<file path="src/design/ps2mpt_pkg.sv">
// Shared types, constants and helper functions of the PS/2 packet tracker.
// No dependencies; imported by the interfaces, the modules and the checker.
package ps2mpt_pkg;

    localparam int BYTE_W = 8;
    localparam int POS_W  = 12;
    localparam int SIZE_W = 13;
    localparam int DLT_W  = 10;

    // Protocol bytes and header pattern
    localparam logic [BYTE_W-1:0] ACK_BYTE  = 8'hFA;
    localparam logic [BYTE_W-1:0] HDR_MASK  = 8'hC8;
    localparam logic [BYTE_W-1:0] HDR_MATCH = 8'h08;

    // Header bit positions
    localparam int HDR_LEFT  = 0;
    localparam int HDR_RIGHT = 1;
    localparam int HDR_MID   = 2;
    localparam int HDR_XSIGN = 4;
    localparam int HDR_YSIGN = 5;

    // Configuration register indexes
    localparam int CFG_IDX_W = 1;
    localparam logic [CFG_IDX_W-1:0] CFG_WIDTH  = 1'b0;
    localparam logic [CFG_IDX_W-1:0] CFG_HEIGHT = 1'b1;

    // Clamp limits after reset (size minus one)
    localparam logic [POS_W-1:0] LIM_X_RST = 12'd1023;
    localparam logic [POS_W-1:0] LIM_Y_RST = 12'd767;
    localparam logic [SIZE_W-1:0] SIZE_MAX = 13'd4096;

    typedef logic [1:0] t_btn;
    localparam t_btn BTN_IDLE = 2'd0;
    localparam t_btn BTN_DOWN = 2'd1;
    localparam t_btn BTN_UP   = 2'd2;

    typedef enum logic [3:0] {
        PH_ACK = 4'b0001,
        PH_HDR = 4'b0010,
        PH_XB  = 4'b0100,
        PH_YB  = 4'b1000
    } t_phase;

    function automatic t_btn next_btn(input t_btn cur, input logic pressed);
        t_btn res;
        if (pressed) begin
            res = (cur == BTN_IDLE) ? BTN_DOWN : cur;
        end else begin
            res = (cur == BTN_DOWN) ? BTN_UP : BTN_IDLE;
        end
        return res;
    endfunction

    // Screen size to highest cursor coordinate; zero acts as one.
    function automatic logic [POS_W-1:0] size_limit(input logic [SIZE_W-1:0] size);
        logic [SIZE_W-1:0] dec;
        logic [POS_W-1:0]  res;
        dec = size - SIZE_W'(1);
        if (size == '0) begin
            res = '0;
        end else if (size > SIZE_MAX) begin
            res = '1;
        end else begin
            res = dec[POS_W-1:0];
        end
        return res;
    endfunction

endpackage

</file>
<file path="src/design/ps2mpt_byte_if.sv">
// Valid/ready channel that carries one raw mouse byte per transaction.
// Depends on ps2mpt_pkg.
interface ps2mpt_byte_if import ps2mpt_pkg::*; ();
    logic              valid;
    logic              ready;
    logic [BYTE_W-1:0] data_byte;

    modport source (output valid, output data_byte, input ready);
    modport sink   (input valid, input data_byte, output ready);
endinterface

</file>
<file path="src/design/ps2mpt_pkt_if.sv">
// Valid/ready channel that carries one decoded packet result per transaction.
// Depends on ps2mpt_pkg.
interface ps2mpt_pkt_if import ps2mpt_pkg::*; ();
    logic             valid;
    logic             ready;
    logic [POS_W-1:0] cursor_x;
    logic [POS_W-1:0] cursor_y;
    t_btn             left_state;
    t_btn             right_state;
    t_btn             middle_state;

    modport source (output valid, output cursor_x, output cursor_y, output left_state,
                    output right_state, output middle_state, input ready);
    modport sink   (input valid, input cursor_x, input cursor_y, input left_state,
                    input right_state, input middle_state, output ready);
endinterface

</file>
<file path="src/design/ps2_mouse_packet_tracker.sv">
// Top level of the PS/2 mouse three-byte packet tracker.
// Depends on ps2mpt_pkg, ps2mpt_byte_if, ps2mpt_pkt_if and ps2mpt_axis.
//
//  channel  | dir | payload                                         | per transaction
//  ---------+-----+-------------------------------------------------+-------------------
//  i_byte   | in  | data_byte                                       | one mouse byte
//  o_pkt    | out | cursor_x, cursor_y, left/right/middle_state     | one full packet
//  i_cfg_*  | in  | screen size write (0 width, 1 height)           | write-only
//
// Cycles: one byte per cycle unless a final byte waits on a held result; a byte
// lands in the input register and is decoded from there, and a packet result is
// loaded into the output register when its third byte is decoded.
// Reset: synchronous, active low; the tracker waits for the 0xFA acknowledge,
// the cursor sits at 0,0 and all buttons are idle.
// Stalls: the output register holds a result until it is taken; a final
// packet byte waits in the input register only while that result is held.
module ps2_mouse_packet_tracker import ps2mpt_pkg::*; (
    input  logic                 i_clk,
    input  logic                 i_rst_n,
    ps2mpt_byte_if.sink          i_byte,
    ps2mpt_pkt_if.source         o_pkt,
    input  logic                 i_cfg_we,
    input  logic [CFG_IDX_W-1:0] i_cfg_idx,
    input  logic [SIZE_W-1:0]    i_cfg_data
);

    // Input register
    logic              r_in_vld;
    logic [BYTE_W-1:0] r_in_byte;

    // Packet decoder state
    t_phase            r_phase, n_phase;
    logic [BYTE_W-1:0] r_hdr;
    logic [BYTE_W-1:0] r_xb;
    logic [POS_W-1:0]  r_pos_x, r_pos_y;
    t_btn              r_btn_l, r_btn_r, r_btn_m;

    // Clamp limits, precomputed from the written screen size at write time
    logic [POS_W-1:0]  r_lim_x, r_lim_y;

    // Output register
    logic              r_out_vld;

    logic                    out_free;
    logic                    is_last;
    logic                    s1_take;
    logic                    pkt_done;
    logic signed [DLT_W-1:0] dx, dy;
    logic [POS_W-1:0]        n_pos_x, n_pos_y;
    t_btn                    n_btn_l, n_btn_r, n_btn_m;

    // ------------------------------------------------------------------
    // Handshake: the decode stage drains the input register every cycle,
    // except a final packet byte while the previous result is still held.
    // ------------------------------------------------------------------
    assign out_free     = !r_out_vld || o_pkt.ready;
    assign is_last      = (r_phase == PH_YB);
    assign s1_take      = r_in_vld && (!is_last || out_free);
    assign pkt_done     = s1_take && is_last;
    assign i_byte.ready = !r_in_vld || s1_take;

    always_ff @(posedge i_clk) begin
        if (!i_rst_n) begin
            r_in_vld <= 1'b0;
        end else if (i_byte.ready) begin
            r_in_vld <= i_byte.valid;
        end
    end

    always_ff @(posedge i_clk) begin
        if (i_byte.ready && i_byte.valid) begin
            r_in_byte <= i_byte.data_byte;
        end
    end

    // ------------------------------------------------------------------
    // Configuration: store size minus one, clamped to the cursor range.
    // ------------------------------------------------------------------
    always_ff @(posedge i_clk) begin
        if (!i_rst_n) begin
            r_lim_x <= LIM_X_RST;
            r_lim_y <= LIM_Y_RST;
        end else if (i_cfg_we) begin
            unique case (i_cfg_idx)
                CFG_WIDTH:  r_lim_x <= size_limit(i_cfg_data);
                CFG_HEIGHT: r_lim_y <= size_limit(i_cfg_data);
                default: ;
            endcase
        end
    end

    // ------------------------------------------------------------------
    // Packet phase: acknowledge, header sync, X byte, Y byte.
    // ------------------------------------------------------------------
    always_comb begin
        n_phase = r_phase;
        unique case (r_phase)
            PH_ACK: if (r_in_byte == ACK_BYTE) n_phase = PH_HDR;
            PH_HDR: if ((r_in_byte & HDR_MASK) == HDR_MATCH) n_phase = PH_XB;
            PH_XB:  n_phase = PH_YB;
            PH_YB:  n_phase = PH_HDR;
            default: n_phase = PH_ACK;
        endcase
    end

    always_ff @(posedge i_clk) begin
        if (!i_rst_n) begin
            r_phase <= PH_ACK;
        end else if (s1_take) begin
            r_phase <= n_phase;
        end
    end

    // Capture header and X movement; no reset needed, always written first.
    always_ff @(posedge i_clk) begin
        if (s1_take && r_phase == PH_HDR && n_phase == PH_XB) begin
            r_hdr <= r_in_byte;
        end
        if (s1_take && r_phase == PH_XB) begin
            r_xb <= r_in_byte;
        end
    end

    // ------------------------------------------------------------------
    // Packet completion: sign-extend the movements from the header sign
    // bits, negate Y (mouse Y grows upward), move and clamp the cursor.
    // ------------------------------------------------------------------
    assign dx = $signed({r_hdr[HDR_XSIGN], r_hdr[HDR_XSIGN], r_xb});
    assign dy = -$signed({r_hdr[HDR_YSIGN], r_hdr[HDR_YSIGN], r_in_byte});

    ps2mpt_axis u_axis_x (
        .i_pos   (r_pos_x),
        .i_delta (dx),
        .i_limit (r_lim_x),
        .o_pos   (n_pos_x)
    );

    ps2mpt_axis u_axis_y (
        .i_pos   (r_pos_y),
        .i_delta (dy),
        .i_limit (r_lim_y),
        .o_pos   (n_pos_y)
    );

    // Press turns idle into down and keeps down or up; release turns down into up, else idle.
    assign n_btn_l = next_btn(r_btn_l, r_hdr[HDR_LEFT]);
    assign n_btn_r = next_btn(r_btn_r, r_hdr[HDR_RIGHT]);
    assign n_btn_m = next_btn(r_btn_m, r_hdr[HDR_MID]);

    always_ff @(posedge i_clk) begin
        if (!i_rst_n) begin
            r_pos_x <= '0;
            r_pos_y <= '0;
            r_btn_l <= BTN_IDLE;
            r_btn_r <= BTN_IDLE;
            r_btn_m <= BTN_IDLE;
        end else if (pkt_done) begin
            r_pos_x <= n_pos_x;
            r_pos_y <= n_pos_y;
            r_btn_l <= n_btn_l;
            r_btn_r <= n_btn_r;
            r_btn_m <= n_btn_m;
        end
    end

    // ------------------------------------------------------------------
    // Output register: load on packet completion, drop when taken.
    // ------------------------------------------------------------------
    always_ff @(posedge i_clk) begin
        if (!i_rst_n) begin
            r_out_vld <= 1'b0;
        end else if (pkt_done) begin
            r_out_vld <= 1'b1;
        end else if (o_pkt.ready) begin
            r_out_vld <= 1'b0;
        end
    end

    always_ff @(posedge i_clk) begin
        if (pkt_done) begin
            o_pkt.cursor_x     <= n_pos_x;
            o_pkt.cursor_y     <= n_pos_y;
            o_pkt.left_state   <= n_btn_l;
            o_pkt.right_state  <= n_btn_r;
            o_pkt.middle_state <= n_btn_m;
        end
    end

    assign o_pkt.valid = r_out_vld;

endmodule

</file>
<file path="src/design/ps2mpt_axis.sv">
// One cursor axis: add a signed movement and clamp to 0..limit.
// Depends on ps2mpt_pkg.
module ps2mpt_axis import ps2mpt_pkg::*; (
    input  logic [POS_W-1:0]        i_pos,
    input  logic signed [DLT_W-1:0] i_delta,
    input  logic [POS_W-1:0]        i_limit,
    output logic [POS_W-1:0]        o_pos
);
    localparam int SUM_W = POS_W + 2;

    logic signed [SUM_W-1:0] sum;

    assign sum = $signed({2'b00, i_pos}) + $signed({{(SUM_W-DLT_W){i_delta[DLT_W-1]}}, i_delta});

    always_comb begin
        if (sum[SUM_W-1]) begin
            o_pos = '0;
        end else if (sum[SUM_W-2:0] > {1'b0, i_limit}) begin
            o_pos = i_limit;
        end else begin
            o_pos = sum[POS_W-1:0];
        end
    end
endmodule

</file>
<file path="src/flat_wrapper.sv">
// flat-port wrapper written by rule: the top's interface ports become plain ports
module ps2_mouse_packet_tracker_flat import ps2mpt_pkg::*;
  (i_clk, i_rst_n, i_cfg_we, i_cfg_idx, i_cfg_data, i_byte_valid, i_byte_data_byte, i_byte_ready, o_pkt_valid, o_pkt_cursor_x, o_pkt_cursor_y, o_pkt_left_state, o_pkt_right_state, o_pkt_middle_state, o_pkt_ready);
  ps2mpt_byte_if i_byte_i ();
  ps2mpt_pkt_if o_pkt_i ();
  input  logic i_clk;
  input  logic i_rst_n;
  input  logic i_cfg_we;
  input  logic [CFG_IDX_W-1:0] i_cfg_idx;
  input  logic [SIZE_W-1:0] i_cfg_data;
  input wire logic [$bits(i_byte_i.valid)-1:0] i_byte_valid;
  input wire logic [$bits(i_byte_i.data_byte)-1:0] i_byte_data_byte;
  output wire logic [$bits(i_byte_i.ready)-1:0] i_byte_ready;
  output wire logic [$bits(o_pkt_i.valid)-1:0] o_pkt_valid;
  output wire logic [$bits(o_pkt_i.cursor_x)-1:0] o_pkt_cursor_x;
  output wire logic [$bits(o_pkt_i.cursor_y)-1:0] o_pkt_cursor_y;
  output wire logic [$bits(o_pkt_i.left_state)-1:0] o_pkt_left_state;
  output wire logic [$bits(o_pkt_i.right_state)-1:0] o_pkt_right_state;
  output wire logic [$bits(o_pkt_i.middle_state)-1:0] o_pkt_middle_state;
  input wire logic [$bits(o_pkt_i.ready)-1:0] o_pkt_ready;
  assign i_byte_i.valid = i_byte_valid;
  assign i_byte_i.data_byte = i_byte_data_byte;
  assign i_byte_ready = i_byte_i.ready;
  assign o_pkt_valid = o_pkt_i.valid;
  assign o_pkt_cursor_x = o_pkt_i.cursor_x;
  assign o_pkt_cursor_y = o_pkt_i.cursor_y;
  assign o_pkt_left_state = o_pkt_i.left_state;
  assign o_pkt_right_state = o_pkt_i.right_state;
  assign o_pkt_middle_state = o_pkt_i.middle_state;
  assign o_pkt_i.ready = o_pkt_ready;
  ps2_mouse_packet_tracker u_core (.i_clk(i_clk), .i_rst_n(i_rst_n), .i_byte(i_byte_i), .o_pkt(o_pkt_i), .i_cfg_we(i_cfg_we), .i_cfg_idx(i_cfg_idx), .i_cfg_data(i_cfg_data));
endmodule
</file>
<file path="config.mk">
export PLATFORM = sky130hd
export DESIGN_NAME = ps2_mouse_packet_tracker_flat
export DESIGN_NICKNAME = d
export VERILOG_FILES = /design/src/design/ps2mpt_pkg.sv /design/src/design/ps2mpt_byte_if.sv /design/src/design/ps2mpt_pkt_if.sv /design/src/design/ps2_mouse_packet_tracker.sv /design/src/design/ps2mpt_axis.sv /design/src/flat_wrapper.sv
export SDC_FILE = /design/constraint.sdc
export NUM_CORES = 1
export LEC_CHECK = 0
export ABC_AREA = 1
export ABC_CLOCK_PERIOD_IN_PS = 4750
export BUFFER_PORTS_ARGS = -buffer_cell sky130_fd_sc_hd__buf_2
export CAP_MARGIN = 20
export CORE_UTILIZATION = 60
export CTS_CLUSTER_SIZE = 24
export DETAILED_ROUTE_END_ITERATION = 8
export HOLD_SLACK_MARGIN = 0.06
export PLACE_DENSITY_LB_ADDON = 0.08
export SYNTH_ARGS = -nofsm -noshare
export SYNTH_HDL_FRONTEND = slang
export SYNTH_SLANG_ARGS = --single-unit
</file>
<file path="constraint.sdc">
create_clock -name i_clk -period 4.75 [get_ports i_clk]
set_clock_uncertainty 0.2 [all_clocks]
set_input_delay 0.7125 -clock i_clk [delete_from_list [all_inputs] [get_ports i_clk]]
set_output_delay 0.7125 -clock i_clk [all_outputs]
set_load 0.02 [all_outputs]
</file>
==> impl_metrics.json <==
{
  "status": "finished, final reports clean",
  "synth_edf_count": 51,
  "setup_ws_ns": 0.405,
  "rsz0062_at_grt": "false",
  "relSlewSlack_pct": 42.1,
  "drive_above_1_share_pct": 9.62,
  "grt_pass1_vias": 5325,
  "utilization_pct": 67.8,
  "ys_types": 38,
  "cts_buffers": 9,
  "synth_seq_cells": 111,
  "grt_overflow": 0,
  "antenna_left": 0,
  "placedInstanceArea_sq_um": 6910,
  "cts_tree": "done",
  "r2r_slack_ns": 0.41,
  "hpwl_um": 11400,
  "synth_top_family_by_area": "simple AND/OR/NAND/NOR gates",
  "max_freq_mhz": 230,
  "nFillCells": 918,
  "final_max_slew_viol_count": 0,
  "diodes": 0,
  "synthXorXnorAreaFrac_pct": 2.80,
  "place_ws_ns": 0.487,
  "cp-endpoint": "u_core.o_pkt.cursor_y[2]",
  "finalCritPeriodShare_pct": 91.5,
  "dp.cells": 1003,
  "setup-tns-final_ns": 0,
  "synthMuxAreaShare_pct": 0,
  "synthTopCellsByArea": "edfxtp_1 (23%), dfxtp_1 (18%), ha_1 (9.9%)",
  "path_max_fanout": 13,
  "syn-num-nets": 915,
  "vias_per_cell": 5.55,
  "fin_nets": 960,
  "synthAdderAreaFrac_pct": 10.5,
  "clock-sinks": 111,
  "finalWirelength_um": 15100,
  "cp.arrival_ns": 4.30,
  "finalInstanceArea_sq_um": 7090,
  "drtPass1Iterations": 4,
  "synth_area_leader_cell": "edfxtp_1",
  "yosys.area.top_type_share_pct": 23.3,
  "power_density_nw_per_um2": 247,
  "gp_congestion": 0.919,
  "fin_cells": 1020,
  "num_io_pins": 59,
  "hold_viol_final": 0,
  "vias": 5666,
  "crit_path_end_kind": "flop",
  "clk_pin_slew_worst_paths_ns": 0.11,
  "fin_crit_ns": 4.34,
  "max-clock-path-buffers": 2,
  "power_mw": 1.75,
  "die_w_um": 107,
  "ff2ff_path_depth": 17,
  "floorplan.die_area_sq_um": 11400,
  "cts_setup_buffers": 0,
  "use_met3_pct": 5.35,
  "die_h_um": 107,
  "seq_area_frac_synth_pct": 41.6,
  "io_buffers": 58,
  "ir_drop_uv": 194,
  "synth_area_sq_um": 6570,
  "grt_max_degree": 52,
  "startpoint": "u_core.r_in_byte[0]",
  "area_delta_synth_final_pct": 7.92,
  "clk_latency_ns": 0.39,
  "drv_cap": 0,
  "worst_pin_slew_ns": 0.868,
  "yosysWarnings": 0,
  "global_route.usage.met2_pct": 45.7,
  "wl_per_cell_um": 14.8,
  "r2r_start": "u_core.r_in_byte[0]",
  "busiest_layer": "met2",
  "drt_iter0_markers": 293,
  "track_usage_pct": 27.4,
  "synth-compound-area-share_pct": 14.3,
  "ys_async_sr_fraction_pct": 0,
  "grt_use_met1_pct": 36.0,
  "setup_violations": 0,
  "antenna_found_initial": 0,
  "critPathKind": "flop to flop",
  "cp_data_required_time_ns": 4.70,
  "p_leak_nw": 3.55,
  "drc": 0,
  "start_kind": "flop",
  "ys.flop_type": "dfxtp_1",
  "cts_resized": 0,
  "hold_slack_ns": 0.286,
  "grt_pass1_wl_um": 24500,
  "netlist_instances": 834,
  "hold_class": "input pin to flop",
  "syn_avg_cell_area_sq_um": 7.88,
  "initial_core_util_pct": 62.8,
  "cts-root-buf": "clkbuf_8",
  "h-tree-depth": 3,
  "postCtsHoldBufs": 0,
  "core_sq_um": 10500,
  "rows": 37,
  "r2r_end": "u_core.o_pkt.cursor_y[2]",
  "synthSimpleGateAreaFrac_pct": 19.9
}
## cells in the mapped netlist (2+ instances only)
library cell,number
a21o_1,6
a21oi_1,77
a31oi_1,3
buf_2,10
buf_6,2
clkbuf_1,13
dfxtp_1,60
edfxtp_1,51
fa_1,2
ha_1,52
inv_1,155
inv_2,2
nand2_1,137
nand2_2,2
nand3_1,94
nand3b_1,2
nand4_1,6
nor2_1,38
nor3_1,9
nor4_1,2
o211ai_1,13
o21ai_0,58
o21bai_1,5
or2_2,2
xnor2_1,9
xor2_1,12
## cells in the final DEF (no fill, tap or decap), types with 2 or more instances in the layout
master	n
o21ai_0	58
fa_1	2
clkinv_4	2
or2_2	2
a21o_1	6
dfxtp_1	60
clkbuf_8	9
ha_1	52
buf_2	58
xor2_1	12
nor4_1	2
inv_2	2
nor3_1	9
xnor2_1	9
buf_4	2
inv_1	155
a31oi_1	3
a21oi_1	77
nand3b_1	2
nor2_1	38
nand2_1	137
o211ai_1	13
edfxtp_1	51
o21bai_1	5
nand4_1	6
nand2_2	2
nand3_1	94
## area by class of cell
| type | count | area (sq um) | area share (%) |
|---|---|---|---|
| clock inverters | 6 | 46.3 | 0.653 |
| inverters | 157 | 589 | 8.31 |
| clock buffers | 10 | 128 | 1.80 |
| flip-flops and latches | 111 | 2730 | 38.5 |
| well taps | 136 | 170 | 2.40 |
| repair buffers | 60 | 305 | 4.30 |
| multi-input cells | 540 | 3120 | 44.0 |
## layer usage
metal / part of all wire, % / wire, um
met1: 46 / 7000
met2: 47 / 7140
met3: 4.3 / 651
met4: 2.1 / 320
met5: 0 / 0
## sequential cells by signal, indices dropped and copies added (netlist names), 4 cells and up
signal / count
u_core.o_pkt.cursor_y: 12
u_core.r_lim_y: 12
u_core.r_in_byte: 8
u_core.r_pos_y: 12
u_core.r_pos_x: 12
u_core.r_xb: 8
u_core.r_lim_x: 12
u_core.o_pkt.cursor_x: 12
u_core.r_phase: 4
u_core.r_hdr: 5
## power breakdown
group          leakage, nW  internal [mW]  switching (mW)
combinational         2.51         0.0667           0.121
sequential           0.956           1.02          0.0141
clock               0.0902          0.196           0.338
## worst min-delay path by stage
stage          slack, ns                   to                 from  depth (start not counted)
3_5_place_dp        0.26    u_core.r_lim_x[8]    u_core.r_lim_x[8]                          2
6_report            0.29  u_core.r_in_byte[0]  i_byte_data_byte[0]                          1
4_1_cts             0.27  u_core.r_in_byte[0]  i_byte_data_byte[0]                          1
3_3_place_gp        0.25    u_core.r_lim_x[9]    u_core.r_lim_x[9]                          2
2_1_floorplan       0.24    u_core.r_lim_x[8]    u_core.r_lim_x[8]                          2
5_1_grt             0.27  u_core.r_in_byte[2]  i_byte_data_byte[2]                          1
## cell families (layout without fill, tap and decap cells)
family	count (synthesis)	count (layout)
xor+xnor	21	21
flops	111	111
fa+ha+maj	54	54
compound gates	169	169
simple gates	296	296
buf+inv	183	233
## worst max-delay path, cell delays in order, from the launching register on
cell and delay, ns:
edfxtp_1 0.51, ha_1 0.28, fa_1 0.41, inv_1 0.07
nand2_1 0.08, a21oi_4 0.21, a21oi_1 0.13, o21bai_1 0.21
xor2_1 0.22, inv_1 0.07, ha_1 0.29, a21o_1 0.16
a21oi_1 0.15, nand3_1 0.35, nand2_1 0.48, nand2_1 0.09
nand3_1 0.12, inv_1 0.06
(Power assumes the default switching activity.)
